$ cat src/rtl/spd_pkg.sv
// shared constants and types for the scale packet deframer
// no dependencies; imported by every module of the block
package spd_pkg;

   localparam int unsigned FRAME_LEN = 7;
   localparam int unsigned HOLD_LEN  = 6;

   localparam logic [7:0] MARKER        = 8'h03;
   localparam logic [7:0] TYPE_WEIGHT_A = 8'hCE;
   localparam logic [7:0] TYPE_WEIGHT_B = 8'hCA;
   localparam logic [7:0] TYPE_BATTERY  = 8'h0A;
   localparam logic [7:0] TYPE_BUTTON   = 8'hAA;
   localparam logic [7:0] BATT_CHARGING = 8'hFF;
   localparam logic [7:0] BATT_FULL     = 8'd100;

   localparam logic [1:0] KIND_WEIGHT  = 2'd0;
   localparam logic [1:0] KIND_BATTERY = 2'd1;
   localparam logic [1:0] KIND_BUTTON  = 2'd2;

   typedef logic [7:0] byte_type;

   typedef struct packed {
      logic     good;
      byte_type frame_kind;
      byte_type body2;
      byte_type body3;
      byte_type body4;
   } frame_type;

endpackage

$ cat src/rtl/spd_window.sv
// byte window and frame search: holds up to six bytes and checks each full frame
// depends on spd_pkg
module spd_window (
   input  logic              clock,
   input  logic              reset,
   input  logic              step,
   input  spd_pkg::byte_type new_byte,
   output spd_pkg::frame_type frame
);
   import spd_pkg::*;

   byte_type   win_ff [HOLD_LEN];
   byte_type   win_in [HOLD_LEN];
   logic [2:0] count_ff;
   logic [2:0] count_in;

   byte_type   buf_b [FRAME_LEN];
   logic [2:0] pos;
   logic       found;
   byte_type   chk;
   logic       full;

   always_comb begin
      for (int i = 0; i < HOLD_LEN; i++) begin
         buf_b[i] = win_ff[i];
      end
      buf_b[FRAME_LEN-1] = new_byte;

      full  = (count_ff >= 3'(HOLD_LEN));
      found = 1'b0;
      pos   = 3'd0;
      for (int i = FRAME_LEN - 1; i >= 0; i--) begin
         if (buf_b[i] == MARKER) begin
            found = 1'b1;
            pos   = 3'(i);
         end
      end

      chk = '0;
      for (int i = 0; i < FRAME_LEN - 1; i++) begin
         chk = chk ^ buf_b[i];
      end

      for (int i = 0; i < HOLD_LEN; i++) begin
         win_in[i] = win_ff[i];
      end
      count_in   = count_ff;
      frame      = '0;
      frame.frame_kind = buf_b[1];
      frame.body2      = buf_b[2];
      frame.body3      = buf_b[3];
      frame.body4      = buf_b[4];

      if (!full) begin
         win_in[count_ff] = new_byte;
         count_in = count_ff + 3'd1;
      end else if (!found) begin
         count_in = 3'd0;
      end else if (pos != 3'd0) begin
         for (int p = 1; p < FRAME_LEN; p++) begin
            if (pos == 3'(p)) begin
               for (int i = 0; i < FRAME_LEN - p; i++) begin
                  win_in[i] = buf_b[i+p];
               end
            end
         end
         count_in = 3'(FRAME_LEN) - pos;
      end else if (chk != buf_b[FRAME_LEN-1]) begin
         for (int i = 0; i < HOLD_LEN; i++) begin
            win_in[i] = buf_b[i+1];
         end
         count_in = 3'(HOLD_LEN);
      end else begin
         count_in   = 3'd0;
         frame.good = step;
      end
   end

   always_ff @(posedge clock) begin
      if (reset) begin
         count_ff <= 3'd0;
      end else if (step) begin
         count_ff <= count_in;
      end
   end

   always_ff @(posedge clock) begin
      if (step) begin
         for (int i = 0; i < HOLD_LEN; i++) begin
            win_ff[i] <= win_in[i];
         end
      end
   end

endmodule

$ cat src/rtl/spd_result.sv
// frame decode by type byte and the result register of the rsp channel
// depends on spd_pkg
module spd_result (
   input  logic               clock,
   input  logic               reset,
   input  logic               step,
   input  spd_pkg::frame_type frame,
   output logic               rsp_valid,
   output logic [1:0]         rsp_kind,
   output logic signed [15:0] rsp_weight_tenths,
   output logic [6:0]         rsp_battery_percent,
   output logic [7:0]         rsp_button_id
);
   import spd_pkg::*;

   logic               valid_ff;
   logic               valid_in;
   logic               hit;
   logic [1:0]         kind_in;
   logic signed [15:0] weight_in;
   logic [6:0]         batt_in;
   logic [7:0]         button_in;
   logic [1:0]         kind_ff;
   logic signed [15:0] weight_ff;
   logic [6:0]         batt_ff;
   logic [7:0]         button_ff;

   always_comb begin
      hit       = 1'b0;
      kind_in   = KIND_WEIGHT;
      weight_in = '0;
      batt_in   = '0;
      button_in = '0;
      if (frame.frame_kind == TYPE_WEIGHT_A || frame.frame_kind == TYPE_WEIGHT_B) begin
         hit       = 1'b1;
         weight_in = {frame.body2, frame.body3};
      end else if (frame.frame_kind == TYPE_BATTERY) begin
         kind_in = KIND_BATTERY;
         if (frame.body4 <= BATT_FULL) begin
            hit     = 1'b1;
            batt_in = frame.body4[6:0];
         end else if (frame.body4 == BATT_CHARGING) begin
            hit     = 1'b1;
            batt_in = BATT_FULL[6:0];
         end
      end else if (frame.frame_kind == TYPE_BUTTON) begin
         hit       = 1'b1;
         kind_in   = KIND_BUTTON;
         button_in = frame.body2;
      end
      valid_in = frame.good && hit;
   end

   always_ff @(posedge clock) begin
      if (reset) begin
         valid_ff <= 1'b0;
      end else if (step) begin
         valid_ff <= valid_in;
      end
   end

   always_ff @(posedge clock) begin
      if (step && valid_in) begin
         kind_ff   <= kind_in;
         weight_ff <= weight_in;
         batt_ff   <= batt_in;
         button_ff <= button_in;
      end
   end

   assign rsp_valid           = valid_ff;
   assign rsp_kind            = kind_ff;
   assign rsp_weight_tenths   = weight_ff;
   assign rsp_battery_percent = batt_ff;
   assign rsp_button_id       = button_ff;

endmodule

$ cat src/rtl/scale_packet_deframer.sv
// top level of the scale packet deframer: input register, window search, decode
// depends on spd_pkg, spd_window and spd_result
//
//  channel | direction | handshake            | payload
//  req     | in        | req_valid/req_ready  | req_in_byte
//  rsp     | out       | rsp_valid/rsp_ready  | rsp_kind, rsp_weight_tenths,
//          |           |                      | rsp_battery_percent, rsp_button_id
//
// one byte per cycle sustained unless a held result stalls the pipe; a byte waits in
// the input register and its result, if any, is then written to the result register
// the window update for a byte is computed by the combinational search logic
// reset clears the window count and both valid flags
// a result held in the result register stalls the pipe; with the input register
// full, req_ready then follows rsp_ready
module scale_packet_deframer (
   input  logic               clock,
   input  logic               reset,
   input  logic               req_valid,
   output logic               req_ready,
   input  logic [7:0]         req_in_byte,
   output logic               rsp_valid,
   input  logic               rsp_ready,
   output logic [1:0]         rsp_kind,
   output logic signed [15:0] rsp_weight_tenths,
   output logic [6:0]         rsp_battery_percent,
   output logic [7:0]         rsp_button_id
);
   import spd_pkg::*;

   logic      in_valid_ff;
   logic      in_valid_in;
   byte_type  in_byte_ff;
   logic      advance;
   logic      step;
   frame_type frame;

   assign advance   = !rsp_valid || rsp_ready;
   assign step      = in_valid_ff && advance;
   assign req_ready = !in_valid_ff || advance;

   always_comb begin
      in_valid_in = in_valid_ff;
      if (req_valid && req_ready) begin
         in_valid_in = 1'b1;
      end else if (step) begin
         in_valid_in = 1'b0;
      end
   end

   always_ff @(posedge clock) begin
      if (reset) begin
         in_valid_ff <= 1'b0;
      end else begin
         in_valid_ff <= in_valid_in;
      end
   end

   always_ff @(posedge clock) begin
      if (req_valid && req_ready) begin
         in_byte_ff <= req_in_byte;
      end
   end

   spd_window u_window (
      .clock    (clock),
      .reset    (reset),
      .step     (step),
      .new_byte (in_byte_ff),
      .frame    (frame)
   );

   spd_result u_result (
      .clock               (clock),
      .reset               (reset),
      .step                (advance),
      .frame               (frame),
      .rsp_valid           (rsp_valid),
      .rsp_kind            (rsp_kind),
      .rsp_weight_tenths   (rsp_weight_tenths),
      .rsp_battery_percent (rsp_battery_percent),
      .rsp_button_id       (rsp_button_id)
   );

endmodule
$ cat config.mk
export PLATFORM = sky130hd
export DESIGN_NAME = scale_packet_deframer
export DESIGN_NICKNAME = d
export VERILOG_FILES = /design/src/rtl/spd_pkg.sv /design/src/rtl/spd_window.sv /design/src/rtl/spd_result.sv /design/src/rtl/scale_packet_deframer.sv
export SDC_FILE = /design/constraint.sdc
export NUM_CORES = 1
export LEC_CHECK = 0
export CORE_MARGIN = 4
export CORE_UTILIZATION = 48
export DETAILED_ROUTE_END_ITERATION = 10
export DONT_BUFFER_PORTS = 1
export REMOVE_ABC_BUFFERS = 1
export SYNTH_ARGS = -nofsm -noshare
export SYNTH_HDL_FRONTEND = slang
export SYNTH_SLANG_ARGS = --single-unit
$ cat constraint.sdc
create_clock -name clock -period 4.55 [get_ports clock]
set_input_delay 1.365 -clock clock [delete_from_list [all_inputs] [get_ports clock]]
set_output_delay 1.365 -clock clock [all_outputs]
set_load 0.01 [all_outputs]
==> results.sh <==
export IMPL_crit_path_start="u_window.win_ff[1][5]"
export IMPL_status="finished clean"
export IMPL_crit_path_end_kind="register"
export IMPL_drc=0
export IMPL_clk_pin_slew_worst_paths_ns=0.07
export IMPL_start_util_pct=49.8
export IMPL_synth_flop_cell="edfxtp_1"
export IMPL_skew_ns=0.00894
export IMPL_hpwlAfterDp_um=11700
export IMPL_ys_ff_latch=94
export IMPL_crit_slowest_cell="or4_1"
export IMPL_leakage_nw=2.12
export IMPL_cp_max_fo=10
export IMPL_synth_async_reset_ratio_pct=0
export IMPL_worstMarginPinSlew_ns=1.14
export IMPL_antenna_found_initial=0
export IMPL_timing_slew_headroom_pct=23.3
export IMPL_crit_end="u_window.win_ff[2][6]"
export IMPL_dp_cells=605
export IMPL_gp_congestion=1.03
export IMPL_r2r_start="u_window.win_ff[1][5]"
export IMPL_synth_cells=476
export IMPL_layoutNonFillerInstCount=621
export IMPL_cts_max_level=3
export IMPL_ant_nets=0
export IMPL_rows=38
export IMPL_grt_pass1_wl_um=25300
export IMPL_syn_area_um2=5470
export IMPL_cp_depth=6
export IMPL_finalHoldViolCount=0
export IMPL_cts_sinks=94
export IMPL_grt_usage_pct=26.5
export IMPL_ff_latch_area_um2=2770
export IMPL_avgSynthCellArea_um2=11.5
export IMPL_r2r_slack_ns=1.08
export IMPL_clock_latency_ns=0.36
export IMPL_finalCriticalPeriod_ns=3.47
export IMPL_yosys_warnings=0
export IMPL_power_density_nw_per_um2=305
export IMPL_synthDistinctLibCells=66
export IMPL_ctsLongestPathBuffers=2
export IMPL_yosysSeqAreaShare_pct=50.7
export IMPL_totalWireLength_um=16800
export IMPL_synth_edff_count=89
export IMPL_fmax_ghz=0.288
export IMPL_drive_above_1_share_pct=11.2
export IMPL_num_nets_final=490
export IMPL_wire_per_inst_um=27.0
export IMPL_finalMaxSlewViolations=0
export IMPL_insertedDiodeCount=0
export IMPL_area_growth_pct=8.67
export IMPL_min_period_over_period_pct=76.3
export IMPL_ctsResizeCount=0
export IMPL_cts_root_buf="clkbuf_16"
export IMPL_post_cts_buffers=0
export IMPL_multi_input_area_um2=2530
export IMPL_dieHeight_um=115
export IMPL_die_w_um=115
export IMPL_r2r_end="u_window.win_ff[2][6]"
export IMPL_cts_buffers=9
export IMPL_globalRouteOverflowTotal=0
export IMPL_drtIter0Drc=638
export IMPL_cp_start_kind="register"
export IMPL_firstDrtPassIters=5
export IMPL_post_drt_via_cell_ratio=6.77
export IMPL_io_buffers=0
export IMPL_crit_buf_inv=1
export IMPL_path_cells="or4_4, or4_1, a31oi_2, o21ai_0, a211oi_1, buf_4"
export IMPL_holdBufCountCts=0
export IMPL_die_area_um2=13200
export IMPL_cts_tree="yes"
export IMPL_worstPathRequired_ns=4.62
export IMPL_crit_type="reg -> reg"
export IMPL_cpLargestDelayFamily="simple AND/OR/NAND/NOR gates"
export IMPL_fin_setup_tns_ns=0
export IMPL_vdd_drop_max_v=0.000256
export IMPL_setup_viol=0
export IMPL_grt_pass1_vias=4123
export IMPL_slowest_delay_ns=0.78
export IMPL_cp_arrival_ns=3.54
export IMPL_rsz0062_at_grt="false"
export IMPL_grt_max_degree=34
export IMPL_vias=4204
export IMPL_ioPinCount=47
export IMPL_r2r_cells=6
export IMPL_maxCapViolations=0
export IMPL_fillers=942
export IMPL_core_um2=11000
export IMPL_hold_path_class="reg -> reg"
[cells in the mapped netlist, types with 7 or more instances]
cell type,n,area (um2)
clkbuf_1,24,90.1
a21oi_1,22,110
edfxtp_1,89,2670
inv_1,7,26.3
a2bb2oi_1,7,61.3
mux2i_1,13,130
xnor3_1,12,270
nor4_1,11,68.8
xnor2_1,22,193
o21ai_0,28,140
nand2_1,29,109
and2_1,35,219
nand4_1,7,43.8
a22o_1,15,131
nor2_1,33,124
[layout make-up]
class                      count  area share, %
clock buffer                   9           3.79
clock inverter                 7          0.905
sequential                    94           46.7
multi-input combinational    343           42.6
timing repair buffer          21           2.65
inverter                       7          0.442
tap                          140           2.95
[worst min-delay path by stage]
stage	slack (ns)	cells past startpoint	startpoint	endpoint
6_report	0.55	2	in_valid_ff	in_valid_ff
5_1_grt	0.60	2	in_valid_ff	in_valid_ff
4_1_cts	0.54	2	in_valid_ff	in_valid_ff
3_5_place_dp	0.53	2	in_valid_ff	in_valid_ff
3_3_place_gp	0.50	2	in_valid_ff	in_valid_ff
2_1_floorplan	0.49	2	in_valid_ff	in_valid_ff
[where the power goes]
group	leakage (nW)	internal (W)	switching, W	total (W)
Clock	0.136	0.000377	0.000342	0.000719
Combinational	1.16	0.0000544	0.0000557	0.000110
Sequential	0.819	0.000955	0.0000285	0.000984
Total	2.12	0.00139	0.000426	0.00181
[cell families after synthesis]
family,share of synthesized area (%)
multiplexers,2.59
adder cells (fa/ha/maj),0.457
buffers and inverters,3.11
XOR/XNOR,8.79
flip-flops,50.7
AND/OR/NAND/NOR,16.0
AO/OA/AOI/OAI,18.4
[worst reg2reg max path, cell delays in order (launching register included)]
cell,delay [ns]
edfxtp_1,0.48
or4_4,0.57
or4_1,0.78
a31oi_2,0.31
o21ai_0,0.44
a211oi_1,0.38
buf_4,0.22
[registers in the layout, summed over array words and instances, names as in the netlist]
signal / flops
u_window.win_ff: 48
u_window.count_ff: 3
u_result.rsp_valid: 1
in_valid_ff: 1
in_byte_ff: 8
u_result.rsp_button_id: 8
u_result.rsp_battery_percent: 7
u_result.rsp_weight_tenths: 16
u_result.rsp_kind: 2
[through the flow]
stage | setup slack [ns] | hold WS, ns | utilization [%] | power (W) | instance area (um2)
6_report | 1.08 | 0.546 | 54.1 | 0.00181 | 5940
5_1_grt | 0.965 | 0.603 | 54.1 | 0.00188 | 5940
4_1_cts | 1.15 | 0.543 | 54.1 | 0.00182 | 5940
3_5_place_dp | 1.16 | 0.531 | 51.6 | 0.00111 | 5660
3_3_place_gp | 1.10 | 0.501 | 51.6 | 0.00111 | 5660
2_1_floorplan | 0.949 | 0.487 | - | 0.00107 | 5330
[cell usage in the layout, fill, tap and decap left out, types with 7 or more instances in the layout]
cell / n
nand4_1: 7
nor4_1: 10
o21ai_0: 28
and2_1: 35
clkbuf_16: 9
nand2_1: 29
inv_1: 7
mux2i_1: 13
nor2_1: 33
edfxtp_1: 89
a2bb2oi_1: 7
a22o_1: 15
xnor3_1: 12
a21oi_1: 22
buf_4: 21
xnor2_1: 22
[per-layer routing]
layer | GRT usage [%] | vias to the layer above | part of all wire [%]
met5 | 0 | - | 0
met3 | 6.63 | 57 | 10
met4 | 11.5 | 0 | 4.1
met2 | 41.3 | 268 | 46
li1 | - | 1843 | -
met1 | 35.4 | 2036 | 40
Power figures use the tool's default switching activity.
